$ cat src/rtl/bml_pkg.sv
`timescale 1ns / 1ps
`default_nettype none
// ----------------------------------------------------------------------------
// bml_pkg
// Shared constants and types of the border median level unit.
// ----------------------------------------------------------------------------
package bml_pkg;

    localparam int MAX_WIDTH  = 4096;
    localparam int MAX_HEIGHT = 4096;
    localparam int LEVELS     = 256;

    localparam int LEVEL_W   = 8;
    localparam int BIN_W     = 15;
    localparam int CFG_W     = 13;
    localparam int POS_W     = 12;
    localparam int LIMIT_W   = 14;
    localparam int SUM_W     = 23;   // holds LEVELS * BIN_MAX
    localparam int AMT_W     = 2;
    localparam int CFG_IDX_W = 1;

    localparam logic [BIN_W-1:0] BIN_MAX = {BIN_W{1'b1}};

    localparam logic [CFG_W-1:0] WIDTH_RESET  = CFG_W'(640);
    localparam logic [CFG_W-1:0] HEIGHT_RESET = CFG_W'(480);

    // configuration register indexes
    localparam logic [CFG_IDX_W-1:0] REG_WIDTH  = 1'b0;
    localparam logic [CFG_IDX_W-1:0] REG_HEIGHT = 1'b1;

    // bin update broadcast to every cell
    typedef struct packed {
        logic               valid;
        logic [LEVEL_W-1:0] level;
        logic [AMT_W-1:0]   amount;
    } t_upd;

    // search wavefront handed from cell to cell
    typedef struct packed {
        logic               tok;
        logic               found;
        logic [LEVEL_W-1:0] level;
        logic [SUM_W-1:0]   sum;
    } t_wave;

    // position tracker status
    typedef struct packed {
        logic             is_last;
        logic [AMT_W-1:0] amount;
    } t_pos;

endpackage
`default_nettype wire

$ cat src/rtl/bml_cell.sv
`timescale 1ns / 1ps
`default_nettype none
// ----------------------------------------------------------------------------
// bml_cell
// One histogram bin. Counts matching border pixels, then adds itself to the
// passing search wavefront and clears for the next frame.
// ----------------------------------------------------------------------------
module bml_cell
    import bml_pkg::*;
(
    input  wire logic               i_clk,
    input  wire logic               i_rst_n,
    input  wire logic [LEVEL_W-1:0] i_index,
    input  wire t_upd               i_upd,
    input  wire logic [LIMIT_W-1:0] i_limit,
    input  wire t_wave              i_wave,
    output t_wave                   o_wave
);

    logic [BIN_W-1:0] r_bin, n_bin;
    t_wave            r_wave, n_wave;
    logic [BIN_W:0]   bin_sum;
    logic [SUM_W-1:0] run_sum;

    always_comb begin
        bin_sum = {1'b0, r_bin} + (BIN_W+1)'(i_upd.amount);
        n_bin   = r_bin;
        if (i_wave.tok)
            n_bin = '0;
        else if (i_upd.valid && i_upd.level == i_index)
            n_bin = bin_sum[BIN_W] ? BIN_MAX : bin_sum[BIN_W-1:0];

        run_sum      = i_wave.sum + SUM_W'(r_bin);
        n_wave       = i_wave;
        n_wave.sum   = run_sum;
        if (!i_wave.found && run_sum >= SUM_W'(i_limit)) begin
            n_wave.found = 1'b1;
            n_wave.level = i_index;
        end
    end

    always_ff @(posedge i_clk) begin
        if (!i_rst_n) begin
            r_bin  <= '0;
            r_wave <= '0;
        end else begin
            r_bin  <= n_bin;
            r_wave <= n_wave;
        end
    end

    assign o_wave = r_wave;

endmodule
`default_nettype wire

$ cat config.mk
export PLATFORM = sky130hd
export DESIGN_NAME = bml_cell
export DESIGN_NICKNAME = d
export VERILOG_FILES = /design/src/rtl/bml_pkg.sv /design/src/rtl/bml_cell.sv
export SDC_FILE = /design/constraint.sdc
export NUM_CORES = 1
export LEC_CHECK = 0
export ABC_AREA = 1
export ABC_CLOCK_PERIOD_IN_PS = 8600
export BUFFER_PORTS_ARGS = -buffer_cell sky130_fd_sc_hd__buf_2
export CAP_MARGIN = 20
export CORE_MARGIN = 4
export CORE_UTILIZATION = 50
export CTS_CLUSTER_SIZE = 30
export DETAILED_ROUTE_END_ITERATION = 6
export GPL_TIMING_DRIVEN = 0
export PLACE_DENSITY_LB_ADDON = 0.2
export SETUP_SLACK_MARGIN = 0.02
export SLEW_MARGIN = 10
export SYNTH_ARGS = -nofsm -noshare
export SYNTH_HDL_FRONTEND = slang
export SYNTH_SLANG_ARGS = --single-unit
$ cat constraint.sdc
create_clock -name i_clk -period 8.6 [get_ports i_clk]
set_clock_uncertainty 0.15 [all_clocks]
set_input_delay 1.72 -clock i_clk [delete_from_list [all_inputs] [get_ports i_clk]]
set_output_delay 1.72 -clock i_clk [all_outputs]
set_load 0.01 [all_outputs]
== Word level (Yosys, flattened, before mapping) ==
Index checks and enable logic that the tools add are counted.
Operators by class
  add/subtract/negate cells: 2
  $lt $le $gt $ge: 1
  mux-type cells: 2
  reduce and logical (&&, ||, !) cells: 4
  eq/ne operators: 1
  bitwise operators: 1
Operators by type and width (count)
  23-bit by 15-bit adder with 23-bit output: 1
  23-bit by 14-bit greater-or-equal comparator with 1-bit output: 1
  15-bit by 2-bit adder with 16-bit output: 1
  15-bit two-way mux: 1
  9-bit two-way mux: 1
  8-bit == test: 1
  1-bit logical AND: 2
  2-bit OR reduction: 1
  1-bit logical NOT: 1
  1-bit inverter: 1
Word-level totals
  logic and storage cells: 16
  input bits: 68
  output and inout port bits: 33
  flip-flop bits (word level): 48

== Longest topological paths before layout ==
  word-level depth: 4
  depth in mapped cells: 23
  depth with buffers taken out: 22

== Worst setup path before layout ==
OpenSTA, ideal clock, no wires.
  path type: input -> register
  start: in i_wave[2] (netlist bit)
  end: reg r_wave (netlist bit o_wave[23])
  required time: 8.335 ns
  buffers on the path: 1
  slack: 4.080 ns
  library setup time: 0.115 ns
  data arrival time: 4.255 ns
  stages on the path: 18
  cell sequence: ha_1 or2_1 nand2_1 nor2_1 or2_2 xor2_1 inv_1 ha_1 nand2_1 nor3_1 a31o_2 nor2_1 nand3_1 nor2_2 nand3_2 buf_6 a21oi_1 nor2_1
RTL lines
  start: declaration: line bml_cell.sv:16  | input wire t_wave i_wave,
  end signal: assignment: line bml_cell.sv:48  | r_wave <= n_wave;
  end: declaration: line bml_cell.sv:21  | t_wave r_wave, n_wave;

==> metrics.cfg <==
[worst_setup_path]
crit_path_start_kind=primary input
critPathArrivalTime_ns=5.06
end_kind=register
critPathTopFamily=simple AND/OR/NAND/NOR gates
path_max_fanout=10
cpMostUsedCell=nand2_1
rrSetupSlack_ns=4.68
path_buf_inv=4
required_ns=8.65
cp_num_cells=23
crit_path_top_delay_cell=fa_1
crit_type=primary input to register
max_stage_delay_ns=0.38
path_cells=buf_2 -> ha_1 -> inv_1 -> fa_1 -> inv_1 -> nand2_1 -> nand2_1 -> nand3_1 -> nand2_1 -> nand2_1 -> nand2_1 -> xor2_1 -> ha_1 -> nand2_1 -> nor3_1 -> a31o_2 -> nor2_1 -> nand3_1 -> nor2_2 -> nand3_2 -> buf_6 -> a21oi_1 -> nor2_1
reg2reg_depth=22

[timing]
fin_crit_ns=5.00
timing.final.hold_violations=0
fin_crit_sh_pct=58.2
rsz0062_at_grt=false
slew_headroom_pct=64.4
drv_slew=0
finalSetupTns_ns=0
setup_slack_ns=3.60
tightest_slew_ns=0.534
clock.fmax_ghz=0.200
setup_viol=0

[global_routing]
grt_pass1_vias=3864
grt_overflow=0
grt_usage_pct=22.4
grt_max_degree=15
antenna_found_initial=0
grt_pass1_wl_microns=16100

[power_and_ir_drop]
seq_power_share_pct=49.9
switchingPower_uw=131
peakVddDrop_uv=58.3
clkPwrFrac_pct=29.9
p_sw_share_pct=28.2
p_leak_uw=0.00261
power_frac_comb_pct=20.2
power_density_nw_per_um2=103
internal_power_uw=335

[layout]
post-route-util_pct=61.8
diodes=0
final_cell_count_no_fill=828
layout-drive-gt1-share_pct=17.0
syn2layout_area_growth_pct=18.8
final_cell_mix=180 x nand2_1, 118 x inv_1, 101 x buf_2, 66 x nor2_1, 48 x dfxtp_1
final_common_cell=nand2_1
nNetsFinal=830

[synth]
synth_area_leader_cell=dfxtp_1
async_reset_ff_share_pct=0
synth.area.top_cells=dfxtp_1 25%, nand2_1 18%, inv_1 12%, ha_1 10%, nor2_1 6.5%
synth_flop_cell=dfxtp_1
synth_top_area_share_pct=25.2
ys_warn_count=0
seq_area_frac_synth_pct=25.2
synth_area_sq_um=3810
ys_types=34
syn_avg_cell_area_sq_um=6.13
syn_inst=622
syn_nets=723
synth_enable_flop_cells=0
ys_ff_latch=48

[clock_tree]
htree_levels=2
clk_latency_ns=0.30
cts_buffer_depth=2
cts_resized=0
cts_root_buf=clkbuf_8
cts_setup_buffers=0
cts.sinks=48
numCtsBuffers=5
postCtsHoldBufs=0
cts.clk_slew.worst_paths_ns=0.09
cts_tree=yes

[detailed_routing]
vias=4066
drt-pass1-iter-count=4
drc=0
wl_microns=9790
ant_nets=0
drtIter0Drc=152
viasPerCell=4.91
wire_per_inst_microns=11.8

[die]
rows=31
ioPinCount=101
die_area_sq_um=9080
start_util_pct=52.0
die_x_microns=95.3
core_sq_um=7330
die_y_microns=95.3

[worst_hold_path]
whs_path_depth=2
hold_path_class=register to register

[placed_design]
dp_hpwl_microns=8280
place.gp.congestion=0.943
port_buffers=100
placed_cells=821
dp_slack_ns=3.33

[run]
maxCapViolCount=0

[outcome]
outcome=completed

## through the flow
step / total power, uW / area, sq um / hold WS [ns]
floorplan: 293 / 3810 / 0.316
global placement: 330 / 4440 / 0.340
detailed placement: 332 / 4440 / 0.355
CTS: 472 / 4530 / 0.368
global route: 491 / 4530 / 0.402
finish: 466 / 4530 / 0.373
## cells by family after synthesis
logic type      synth area share (%)
simple gates                    34.9
buf+inv                         13.1
compound gates                  9.55
flops                           25.2
fa+ha+maj                       11.2
xor+xnor                        5.97
## power groups by stage
stage,Clock (uW),Sequential (uW),Combinational [uW]
detailed placement,0,238,93.9
floorplan,0,243,49.5
finish,140,233,93.9
global route,150,233,107
CTS,144,233,94.5
global placement,0,238,91.8
## final timing paths
path	start	to
setup / recovery	i_wave[0]	o_wave[24]
setup reg to reg	r_bin[0]	o_wave[24]
hold / removal	r_bin[0]	r_bin[0]
hold reg to reg	r_bin[0]	r_bin[0]
## layer usage
layer	part of all wire, %	up-vias	track usage (%)
met4	2.9	0	9.98
met5	0	-	0
met1	43	1790	26.8
li1	-	2142	-
met3	5.2	24	2.92
met2	49	110	39.5
## synthesized netlist by cell type, types with 2 or more instances
master,count
nand2_1,180
inv_1,118
nor2_1,66
dfxtp_1,48
nand3_1,40
a21oi_1,38
ha_1,31
xor2_1,22
o21ai_0,18
nor3_1,10
clkbuf_1,8
nand4_1,5
nor2_2,4
xnor2_1,4
nand2_2,3
nand3_2,3
or2_2,3
a21o_1,2
buf_6,2
fa_1,2
nor4_1,2
## state kept, by name, summed over array words and instances (netlist names)
signal	cells
o_wave	33
r_bin	15
## worst register-to-register path, cell delays in order (launching register included)
cell     delay, ns
dfxtp_1       0.39
ha_1          0.21
inv_1         0.06
fa_1          0.38
inv_1         0.12
nand2_1       0.08
nand2_1       0.08
nand3_1       0.08
nand2_1       0.16
nand2_1       0.08
nand2_1       0.10
xor2_1        0.27
ha_1          0.31
nand2_1       0.10
nor3_1        0.06
a31o_2        0.20
nor2_1        0.17
nand3_1       0.11
nor2_2        0.11
nand3_2       0.19
buf_6         0.21
a21oi_1       0.14
nor2_1        0.07
## area by class of cell
type	count	area [sq um]
tap	99	124
clock inverter	1	8.76
timing repair buffer	100	500
fill	732	2800
clock buffer	6	82.6
buffer	11	57.6
multi-input combinational	445	2350
sequential	48	961
inverter	118	443
Note: power is estimated with default switching activity, not from simulation.
