[config.mk]
export PLATFORM = sky130hd
export DESIGN_NAME = bml_pos
export DESIGN_NICKNAME = d
export VERILOG_FILES = /design/src/rtl/bml_pkg.sv /design/src/rtl/bml_pos.sv
export SDC_FILE = /design/constraint.sdc
export NUM_CORES = 1
export LEC_CHECK = 0
export BUFFER_PORTS_ARGS = -buffer_cell sky130_fd_sc_hd__buf_2
export CAP_MARGIN = 20
export CORE_MARGIN = 4
export CORE_UTILIZATION = 45
export DETAILED_ROUTE_END_ITERATION = 10
export GPL_ROUTABILITY_DRIVEN = 0
export PLACE_DENSITY = 0.65
export REMOVE_ABC_BUFFERS = 1
export SETUP_SLACK_MARGIN = 0.15
export SLEW_MARGIN = 10
export SYNTH_ARGS = -nofsm -noshare
export SYNTH_HDL_FRONTEND = slang
export SYNTH_SLANG_ARGS = --single-unit
[constraint.sdc]
create_clock -name i_clk -period 5.2 [get_ports i_clk]
set_input_delay 0.26 -clock i_clk [delete_from_list [all_inputs] [get_ports i_clk]]
set_output_delay 0.26 -clock i_clk [all_outputs]
set_load 0.02 [all_outputs]
[src/rtl/bml_pkg.sv]
`timescale 1ns / 1ps
`default_nettype none
// ----------------------------------------------------------------------------
// bml_pkg
// Shared constants and types of the border median level unit.
// ----------------------------------------------------------------------------
package bml_pkg;

    localparam int MAX_WIDTH  = 4096;
    localparam int MAX_HEIGHT = 4096;
    localparam int LEVELS     = 256;

    localparam int LEVEL_W   = 8;
    localparam int BIN_W     = 15;
    localparam int CFG_W     = 13;
    localparam int POS_W     = 12;
    localparam int LIMIT_W   = 14;
    localparam int SUM_W     = 23;   // holds LEVELS * BIN_MAX
    localparam int AMT_W     = 2;
    localparam int CFG_IDX_W = 1;

    localparam logic [BIN_W-1:0] BIN_MAX = {BIN_W{1'b1}};

    localparam logic [CFG_W-1:0] WIDTH_RESET  = CFG_W'(640);
    localparam logic [CFG_W-1:0] HEIGHT_RESET = CFG_W'(480);

    // configuration register indexes
    localparam logic [CFG_IDX_W-1:0] REG_WIDTH  = 1'b0;
    localparam logic [CFG_IDX_W-1:0] REG_HEIGHT = 1'b1;

    // bin update broadcast to every cell
    typedef struct packed {
        logic               valid;
        logic [LEVEL_W-1:0] level;
        logic [AMT_W-1:0]   amount;
    } t_upd;

    // search wavefront handed from cell to cell
    typedef struct packed {
        logic               tok;
        logic               found;
        logic [LEVEL_W-1:0] level;
        logic [SUM_W-1:0]   sum;
    } t_wave;

    // position tracker status
    typedef struct packed {
        logic             is_last;
        logic [AMT_W-1:0] amount;
    } t_pos;

endpackage
`default_nettype wire

[src/rtl/bml_pos.sv]
`timescale 1ns / 1ps
`default_nettype none
// ----------------------------------------------------------------------------
// bml_pos
// Raster position tracker: border weight of the current pixel, frame end
// flag and median threshold from the configured sizes.
// ----------------------------------------------------------------------------
module bml_pos
    import bml_pkg::*;
(
    input  wire logic               i_clk,
    input  wire logic               i_rst_n,
    input  wire logic [CFG_W-1:0]   i_width,
    input  wire logic [CFG_W-1:0]   i_height,
    input  wire logic               i_step,
    output t_pos                    o_pos,
    output logic [LIMIT_W-1:0]      o_limit
);

    logic [POS_W-1:0] r_col, n_col;
    logic [POS_W-1:0] r_row, n_row;
    logic [CFG_W-1:0] w_c, h_c, w_m1, h_m1;
    logic             first_col, first_row, last_col, last_row;

    always_comb begin
        if (i_width == '0)
            w_c = CFG_W'(1);
        else if (i_width > CFG_W'(MAX_WIDTH))
            w_c = CFG_W'(MAX_WIDTH);
        else
            w_c = i_width;

        if (i_height == '0)
            h_c = CFG_W'(1);
        else if (i_height > CFG_W'(MAX_HEIGHT))
            h_c = CFG_W'(MAX_HEIGHT);
        else
            h_c = i_height;

        w_m1 = w_c - CFG_W'(1);
        h_m1 = h_c - CFG_W'(1);

        // sizes may shrink mid-frame: at or beyond the edge counts as the edge
        last_col  = {1'b0, r_col} >= w_m1;
        last_row  = {1'b0, r_row} >= h_m1;
        first_col = r_col == '0;
        first_row = r_row == '0;

        o_pos.is_last = last_col && last_row;
        if (first_row || last_row)
            o_pos.amount = AMT_W'(1);
        else if (first_col || last_col)
            o_pos.amount = (w_c == CFG_W'(1)) ? AMT_W'(2) : AMT_W'(1);
        else
            o_pos.amount = '0;

        o_limit = LIMIT_W'(w_c) + LIMIT_W'(h_c) - LIMIT_W'(2);

        n_col = r_col;
        n_row = r_row;
        if (i_step) begin
            if (last_col && last_row) begin
                n_col = '0;
                n_row = '0;
            end else if (last_col) begin
                n_col = '0;
                n_row = r_row + POS_W'(1);
            end else begin
                n_col = r_col + POS_W'(1);
            end
        end
    end

    always_ff @(posedge i_clk) begin
        if (!i_rst_n) begin
            r_col <= '0;
            r_row <= '0;
        end else begin
            r_col <= n_col;
            r_row <= n_row;
        end
    end

endmodule
`default_nettype wire

* Word-level counts from Yosys, hierarchy flattened
Index checks and enable logic that the tools add are counted.
** Word-level totals
- Bits in registers :: 24
- Output and inout port bits :: 17
** Operators by class
- Add/sub/neg operators :: 6
- Order comparisons :: 4
- Equal/unequal tests :: 1
- Muxes and demuxes :: 11
- Reductions and logical operators :: 9
** Operator list (number)
- 13-bit 2-to-1 mux :: 4
- 12-bit 2-to-1 mux :: 4
- 12-bit by 13-bit >= comparator with 1-bit output :: 2
- 13-bit greater-than comparator (second input constant) :: 2
- 13-bit zero test :: 2
- 13-bit by 1-bit subtractor with 13-bit output (second input constant) :: 2
- 12-bit by 1-bit adder with 12-bit output (second input constant) :: 2
- 12-bit zero test :: 2
- 13-bit by 13-bit adder with 14-bit output :: 1
- 14-bit by 2-bit subtractor with 14-bit output (second input constant) :: 1
- 13-bit by 1-bit equality test with 1-bit output (second input constant) :: 1
- 2-bit 2-to-1 mux :: 3
- 1-bit logical OR :: 2
- 2-bit AND reduction :: 1
- 2-bit nonzero test :: 1
- 1-bit logical AND :: 1

* Longest topological paths before layout
Gate-level depths: netlist of the first run.
- Word-level depth :: 8
- Gate-level depth with buffers :: 19
- Mapped depth without buffers :: 17

* Worst setup path after synthesis of the first run
OpenSTA, ideal clock, no wires.
- Path type :: input port to output port
- Start :: input port i_height[8]
- End :: output port o_pos[1] (netlist name)
- Arrival :: 3.544 ns
- Path slack :: 1.396 ns
- Stages :: 15
- Path buffers :: 0
- Path through :: or4_4 nor2_4 nand3b_1 nand2b_1 nand2_1 ha_1 o21ai_0 nor4_1 o21a_1 ha_1 a2111o_1 a211oi_1 a211o_4 o41ai_1 nor3b_1
** RTL lines
- from (decl) :: line bml_pos.sv:14 : input wire logic [CFG_W-1:0] i_height,
- to (decl) :: line bml_pos.sv:16 : output t_pos o_pos,

==> results of run 1 <==
==> metal layers <==
metal  wire (µm)  global-route usage, %  vias to the layer above
li1            -                      -                     1669
met1        3830                   24.7                     1423
met2        3450                   31.2                       45
met3         259                   2.25                        8
met4          93                   3.17                        0
met5           0                      0                        -
==> critical path, delay by kind of cell <==
family                     cells  cell delay (ps)
and+or+nand+nor                8             1640
AOI/OAI and AO/OA              5             1070
adders and majority gates      2              590
buffers and inverters          2              330
==> placed cells by master, fill, tap and decap left out, types with 3 or more instances in the layout <==
cell type,n
or3_1,3
nand4_1,7
o221ai_1,3
a31oi_1,4
a211oi_1,4
xor2_1,15
a2bb2oi_1,6
clkbuf_8,3
o21a_1,5
nand2b_1,7
inv_1,36
nor2_1,45
nand3b_1,8
o41ai_1,6
ha_1,56
dfxtp_1,24
o211ai_1,3
and3_1,5
o21ai_0,18
o31ai_1,3
nand2_1,62
nand4b_1,3
nor2b_1,4
a21oi_1,21
buf_2,45
o22ai_1,3
nor4_1,7
a21o_1,3
nor3_1,16
and2_1,3
xnor2_1,13
nand3_1,14
==> registers in the layout, summed over array words and instances (netlist names) <==
signal and flops:
r_col 12, r_row 12
==> where the power goes <==
part / internal (mW) / switching [mW]
combinational: 0.117 / 0.179
clock: 0.103 / 0.0652
sequential: 0.185 / 0.00189
==> per-stage QoR <==
| stage | instances | power (mW) |
|---|---|---|
| final | 579 | 0.652 |
| after global routing | 579 | 0.700 |
| after CTS | 579 | 0.659 |
| after detailed placement | 575 | 0.489 |
| after global placement | 575 | 0.484 |
| after floorplan | 433 | 0.400 |
==> final cells by class <==
type                       instances  area [µm²]  area share [%]
sequential                        24         480            13.3
clock inverter                     1        30.0           0.830
timing repair buffer              46         233            6.43
clock buffer                       3        41.3            1.14
tap                               96         120            3.32
multi-input combinational        373        2580            71.3
inverter                          36         135            3.73
==> final timing paths <==
path                            endpoint         from  slack, ps  cells after the start
worst max register to register  r_col[5]     r_col[7]       2900                      7
worst min-delay path            r_col[0]       i_step        340                      3
worst min register to register  r_row[0]     r_row[0]        520                      2
worst max-delay path            o_pos[1]  i_height[8]       1050                     17
==> logic make-up (layout without fill, tap and decap cells) <==
family,count (synthesis),after routing,synth area share (%)
flip-flops,24,24,14.8
adder cells (fa/ha/maj),57,57,22.2
XOR/XNOR,28,28,7.54
buffers and inverters,48,86,5.89
AO/OA/AOI/OAI,94,94,20.3
AND/OR/NAND/NOR,194,194,29.3
==> flow_summary.yaml, run 1 <==
sta:
  min_period_over_period_pct: 79.9
  tightest_slew_ps: 566
  fmax_ghz: 0.241
  period_minus_slack_ps: 4150
  fin_ws_ps: 1050
  tns_ps: 0
  relSlewSlack_pct: 62.2
  setup_violations: 0
  finalHoldViolCount: 0
  slew_viol_final: 0
  finClkSkew_ps: 2.38
  rsz0062_at_grt: "false"
  holdWs_ps: 338
setup_path:
  cp.required_ps: 4940
  crit_arrival_ps: 3890
  cp-end-kind: "output port"
  cp_slowest_stage_delay_ps: 550
  startpoint_type: "input port"
  critPathSlowestCell: "or4_4"
  critPathMaxFanout: 14
  crit_type: "in2out"
  crit_chain: "buf_2, or4_4, nor2_4, nand3b_1, nand2b_1, nand2_1, ha_1, o21ai_0, nor3_1, or3_1, ha_1, a21o_1, a211oi_1, a211o_4, o41ai_1, nor3b_1, buf_2"
placement:
  place_ws_ps: 1030
  place_area_um2: 3550
  port_buffers: 45
  dp_hpwl_um: 6330
synthesis:
  synthTopCellsByArea: "ha_1, dfxtp_1, nand2_1"
  synth.most_common_cell: "nand2_1"
  yosys_register_bits: 24
  synth_cell_types: 56
  synth_area_um2: 3250
  synth-seq-area-share_pct: 14.8
  syn_avg_cell_area_um2: 7.30
  ys.flop_type: "dfxtp_1"
  synth_warnings: 0
  synthTopCellsByCount: "nand2_1, ha_1, nor2_1"
  synth_top_area_share_pct: 21.6
  async_flop_share_pct: 0
  yosysTopAreaCell: "ha_1"
  syn_inst: 445
  synth_edf_count: 0
floorplan:
  row_count: 30
  num_io_pins: 46
  initial_core_util_pct: 47.1
  die_h_um: 93.0
  core_area_um2: 6910
  fp.dieW_um: 93.0
  dieArea_um2: 8650
clocking:
  cts_sinks: 24
  clk_latency_ps: 270
  post_cts_buffers: 0
  post_cts_resized: 0
  clkSlewWorstSetupHoldPaths_ps: 90
  cts.path.max_buffers: 2
  numCtsBuffers: 3
  cts_max_level: 1
  cts_root_buf: "clkbuf_8"
  cts_hold_buf: 0
  cts_tree: "done"
grt:
  grt_pass1_vias: 2955
  grt_pass1_wl_um: 13200
  grt_start_max_net_pins: 26
  track_usage_pct: 18.2
  gr-total-overflow: 0
  antenna_found_initial: 0
routing:
  wirelength_um: 7640
  drt_iter0_drc: 119
  wire_per_inst_um: 13.2
  firstDrtPassIters: 4
  route.detailed.drc: 0
  vias_per_cell: 5.43
  ant_nets: 0
  num_vias: 3145
hold_path:
  hold_path_class: "in2reg"
finish:
  area_growth_pct: 11.3
  final_cell_area_um2: 3620
  postLayoutCoreUtil_pct: 52.4
  finalNetCount: 570
  fill_cells: 737
  antenna_cells: 0
  drive_gt1_share_pct: 12.8
job:
  maxCapViolations: 0
power_and_ir_drop:
  power_density_nw_per_um2: 180
  power.leakage_nw: 1.66
  ir_worst_vdd_mv: 0.0919
run_status:
  status: "finished clean"
(Power assumes the default switching activity.)
==> run 2, diff against run 1 <==
ABC_AREA = 1   (was not set)
PLACE_DENSITY = 0.67   (was 0.65)
clock period = 3.5 ns   (was 5.2 ns; I/O delays follow)
==> flow_summary.yaml, run 2 <==
routing:
  wire_per_inst_um: 12.1
  num_vias: 3622
  vias_per_cell: 5.02
  route.detailed.drc: 0
  firstDrtPassIters: 4
  ant_nets: 0
  wirelength_um: 8690
  drt_iter0_drc: 131
setup_path:
  crit_type: "in2out"
  startpoint_type: "input port"
  critPathSlowestCell: "ha_1"
  cp.required_ps: 3320
  critPathMaxFanout: 4
  cp-end-kind: "output port"
  crit_top_cell: "nand2_2"
  ff2ff_path_depth: 18
  crit_arrival_ps: 3000
  cp_slowest_stage_delay_ps: 300
sta:
  holdWs_ps: 229
  period_minus_slack_ps: 3180
  rsz0062_at_grt: "true"
  tns_ps: 0
  relSlewSlack_pct: 68.3
  finClkSkew_ps: 7.39
  tightest_slew_ps: 475
  finalHoldViolCount: 0
  fmax_ghz: 0.315
  slew_viol_final: 0
  min_period_over_period_pct: 90.8
  setup_violations: 0
synthesis:
  synth_area_um2: 3540
  yosys_register_bits: 24
  ys.flop_type: "dfxtp_1"
  synth_warnings: 0
  yosysTopAreaCell: "ha_1"
  synth_cell_types: 33
  synthTopCellsByArea: "ha_1, dfxtp_1, nand2_1"
  synthTopCellsByCount: "nand2_1, inv_1, nor2_1"
  synth_edf_count: 0
  synth.most_common_cell: "nand2_1"
  synth-seq-area-share_pct: 13.6
  syn_inst: 561
  async_flop_share_pct: 0
  synth_top_area_share_pct: 19.8
  syn_avg_cell_area_um2: 6.31
power_and_ir_drop:
  combinationalPowerShare_pct: 51.0
  power_density_nw_per_um2: 250
  ir_worst_vdd_mv: 0.189
  internal-power_mw: 0.642
  finalPower_mw: 1.07
  power.leakage_nw: 2.25
  power_frac_clock_pct: 23.1
  seq_power_share_pct: 25.9
  switching_power_mw: 0.426
  swShare_pct: 39.9
floorplan:
  dieArea_um2: 9340
  fp.dieW_um: 96.7
  core_area_um2: 7690
  die_h_um: 96.7
  row_count: 32
  num_io_pins: 46
  initial_core_util_pct: 46.0
grt:
  grt_start_max_net_pins: 27
  gr-total-overflow: 0
  grt_pass1_vias: 3431
  grt_pass1_wl_um: 14900
  antenna_found_initial: 0
  track_usage_pct: 18.3
finish:
  layout_common_cells: "nand2_1, inv_1, nor2_1"
  area_growth_pct: 20.9
  reg_top3: "r_col: 12 flops, r_row: 12 flops"
  finalNetCount: 706
  drive_gt1_share_pct: 22.5
  antenna_cells: 0
  postLayoutCoreUtil_pct: 55.6
placement:
  dp_hpwl_um: 7100
  port_buffers: 45
clocking:
  clk_latency_ps: 270
  cts_root_buf: "clkbuf_8"
  cts_sinks: 24
  cts_tree: "done"
  cts.path.max_buffers: 2
  clkSlewWorstSetupHoldPaths_ps: 90
  cts_hold_buf: 0
  numCtsBuffers: 3
  cts_max_level: 1
job:
  maxCapViolations: 0
hold_path:
  whs_path_depth: 3
  hold_path_class: "in2reg"
run_status:
  status: "finished clean"
-- run 2: through the flow --
| step | instances | setup slack [ps] | instance area (µm²) |
|---|---|---|---|
| CTS | 710 | 127 | 3950 |
| global route | 721 | 37.2 | 4280 |
| detailed placement | 706 | 60.6 | 3880 |
| finish | 721 | 323 | 4280 |
| floorplan | 551 | 275 | 3460 |
| global placement | 706 | 129 | 3880 |
-- run 2: final cells by class --
cell class / instances / area (µm²)
fill: 765 / 3410
timing repair buffer: 64 / 437
clock inverter: 1 / 30.0
sequential: 24 / 480
inverter: 114 / 430
multi-input combinational: 413 / 2730
clock buffer: 3 / 41.3
tap: 102 / 128
-- run 2: worst paths after layout --
check             startpoint  endpoint  slack, ps
setup / recovery  i_width[6]  o_pos[1]        320
hold / removal       i_rst_n  r_col[2]        230
setup reg to reg    r_col[0]  r_row[5]       1290
hold reg to reg     r_col[0]  r_col[0]        500
-- run 2: logic make-up (layout without fill, tap and decap cells) --
logic type / after synthesis / count (layout) / synth area share, %
and+or+nand+nor: 273 / 273 / 35.0
DFF: 24 / 24 / 13.6
adders and majority gates: 57 / 57 / 20.4
buffers and inverters: 124 / 182 / 14.2
xor gates and xnor gates: 35 / 35 / 8.67
AOI/OAI and AO/OA: 48 / 48 / 8.21
-- run 2: metal layers --
layer	up-vias	share of wire (%)	GRT usage, %
met5	-	0	0
met4	0	1.6	4.75
met3	14	3.0	1.37
met2	76	47	31.5
met1	1624	48	24.7
li1	1908	-	-
-- run 2: power by group through the flow --
stage / Clock (mW) / Sequential (mW) / Combinational, mW
6_report: 0.247 / 0.277 / 0.544
4_1_cts: 0.252 / 0.277 / 0.496
5_1_grt: 0.260 / 0.277 / 0.610
2_1_floorplan: 0 / 0.282 / 0.346
3_5_place_dp: 0 / 0.283 / 0.491
3_3_place_gp: 0 / 0.283 / 0.484
-- run 2: critical path: cells and delay by family --
kind,cells,cell delay (ps)
AOI/OAI and AO/OA,2,360
adders and majority gates,2,570
xor gates and xnor gates,1,150
buffers and inverters,3,340
and+or+nand+nor,19,1390
-- run 2: repair_timing --
item,in CTS,in global routing
resized for setup,3,74
hold endpoints to repair,0,0
setup buffers,0,11
pin swaps,0,37
setup endpoints to repair,3,6
cloned,0,0
==> run 3, diff against run 2 <==
PLACE_DENSITY = not set   (was 0.67)
PLACE_DENSITY_LB_ADDON = 0.2   (was not set)
==> flow_summary.yaml, run 3 (same netlist as run 2, synthesis figures left out) <==
finish:
  final_cell_area_um2: 4110
  layout_common_cells: "nand2_1, inv_1, nor2_1"
  area_growth_pct: 16.3
  antenna_cells: 0
  mostFrequentLayoutCell: "nand2_1"
  reg_top3: "r_col: 12 flops, r_row: 12 flops"
  finalNetCount: 702
  fin_cells: 717
  drive_gt1_share_pct: 18.5
  postLayoutCoreUtil_pct: 53.5
setup_path:
  critPathMaxFanout: 11
  r2r-end: "r_row[2]"
  cp_slowest_stage_delay_ps: 300
  ff2ff_path_depth: 18
  reg2reg_slack_ps: 1150
  critPathSlowestCell: "ha_1"
  r2r-start: "r_col[3]"
  crit_start: "i_width[12]"
  startpoint_type: "input port"
  crit_type: "in2out"
  worstSetupEndpoint: "o_pos[1]"
  cp-end-kind: "output port"
  crit_chain: "clkbuf_4, inv_1, nand2_1, inv_1, nor2_1, nand3_1, nor2_2, nand3_1, xor2_1, ha_1, nand2_1, inv_1, a21oi_1, nand2_1, nor2_1, nand2_1, nand2_1, nand2_2, nand2_2, nand2_2, nand2_2, nand2_2, nor3b_2, buf_4"
  crit_arrival_ps: 3010
  cp.required_ps: 3320
clocking:
  cts_tree: "done"
  cts_sinks: 24
  cts_hold_buf: 0
  clk_latency_ps: 270
  clkSlewWorstSetupHoldPaths_ps: 100
  cts_root_buf: "clkbuf_8"
  cts.path.max_buffers: 2
  cts_max_level: 1
  numCtsBuffers: 3
placement:
  post-place-cells: 705
  place_ws_ps: 66.2
  dp_hpwl_um: 7300
  port_buffers: 45
  place_area_um2: 3870
sta:
  fin_ws_ps: 320
  holdWs_ps: 234
  slew_viol_final: 0
  relSlewSlack_pct: 67.4
  tns_ps: 0
  finalHoldViolCount: 0
  min_period_over_period_pct: 90.9
  period_minus_slack_ps: 3180
  rsz0062_at_grt: "true"
  fmax_ghz: 0.314
  finClkSkew_ps: 6.37
  setup_violations: 0
  tightest_slew_ps: 489
grt:
  track_usage_pct: 18.4
  grt_pass1_vias: 3404
  grt_pass1_wl_um: 14900
  gr-total-overflow: 0
  antenna_found_initial: 0
  grt_start_max_net_pins: 27
routing:
  drt_iter0_drc: 153
  route.detailed.drc: 0
  firstDrtPassIters: 4
  num_vias: 3614
  vias_per_cell: 5.04
  ant_nets: 0
  wire_per_inst_um: 12.5
  wirelength_um: 8980
power_and_ir_drop:
  power.leakage_nw: 2.22
  ir_worst_vdd_mv: 0.174
  finalPower_mw: 0.992
  power_density_nw_per_um2: 241
job:
  maxCapViolations: 0
floorplan:
  row_count: 32
  dieArea_um2: 9340
  num_io_pins: 46
  core_area_um2: 7690
  initial_core_util_pct: 46.0
  die_h_um: 96.7
  fp.dieW_um: 96.7
hold_path:
  hold_path_class: "in2reg"
run_status:
  status: "finished clean"
[run 3: cell count changes in the layout (fill, tap and decap cells not counted), moves of 3 or more]
cell / delta
buf_6: -6
nand2_2: -8
nand2_1: +7
ha_2: -3
buf_2: +5
nor2_1: +5
a21oi_1: +3
nor2_2: -3
ha_1: +3
a21oi_2: -3
[run 3: area by class of cell]
type,instances,area [µm²]
fillers,789,3570
flip-flops and latches,24,480
multi-input cells,413,2660
inverters,114,428
repair buffers,60,364
well taps,102,128
clock buffers,4,55.1
[run 3: critical path, delay by kind of cell]
kind | cells | cell delay (ps)
AO/OA/AOI/OAI | 1 | 110
XOR/XNOR | 1 | 170
adder cells (fa/ha/maj) | 1 | 300
buffers and inverters | 5 | 620
AND/OR/NAND/NOR | 16 | 1620
[run 3: how the worst min path moves through the flow]
stage,start,to,slack [ps],depth (start not counted)
2_1_floorplan,i_rst_n,r_row[1],310,2
3_3_place_gp,r_col[0],r_col[0],470,2
3_5_place_dp,r_col[0],r_col[0],490,2
4_1_cts,i_rst_n,r_col[2],230,3
5_1_grt,i_rst_n,r_col[2],240,3
6_report,i_rst_n,r_col[2],230,3
[run 3: power by group]
group | internal (mW) | total (mW) | switching (mW)
logic | 0.195 | 0.518 | 0.323
registers | 0.275 | 0.277 | 0.00251
clock network | 0.101 | 0.197 | 0.0964
total | 0.570 | 0.992 | 0.421
[run 3: layer usage]
layer / track usage [%] / part of all wire (%)
met5: 0 / 0
met4: 4.86 / 1.9
met3: 1.66 / 3.5
met2: 31.8 / 47
met1: 24.3 / 48
[run 3: what timing repair did]
item | CTS | global route
buffers inserted | 0 | 8
resized for setup | 3 | 37
gates cloned | 0 | 0
endpoints found under the setup margin | 3 | 9
pin swaps | 0 | 15
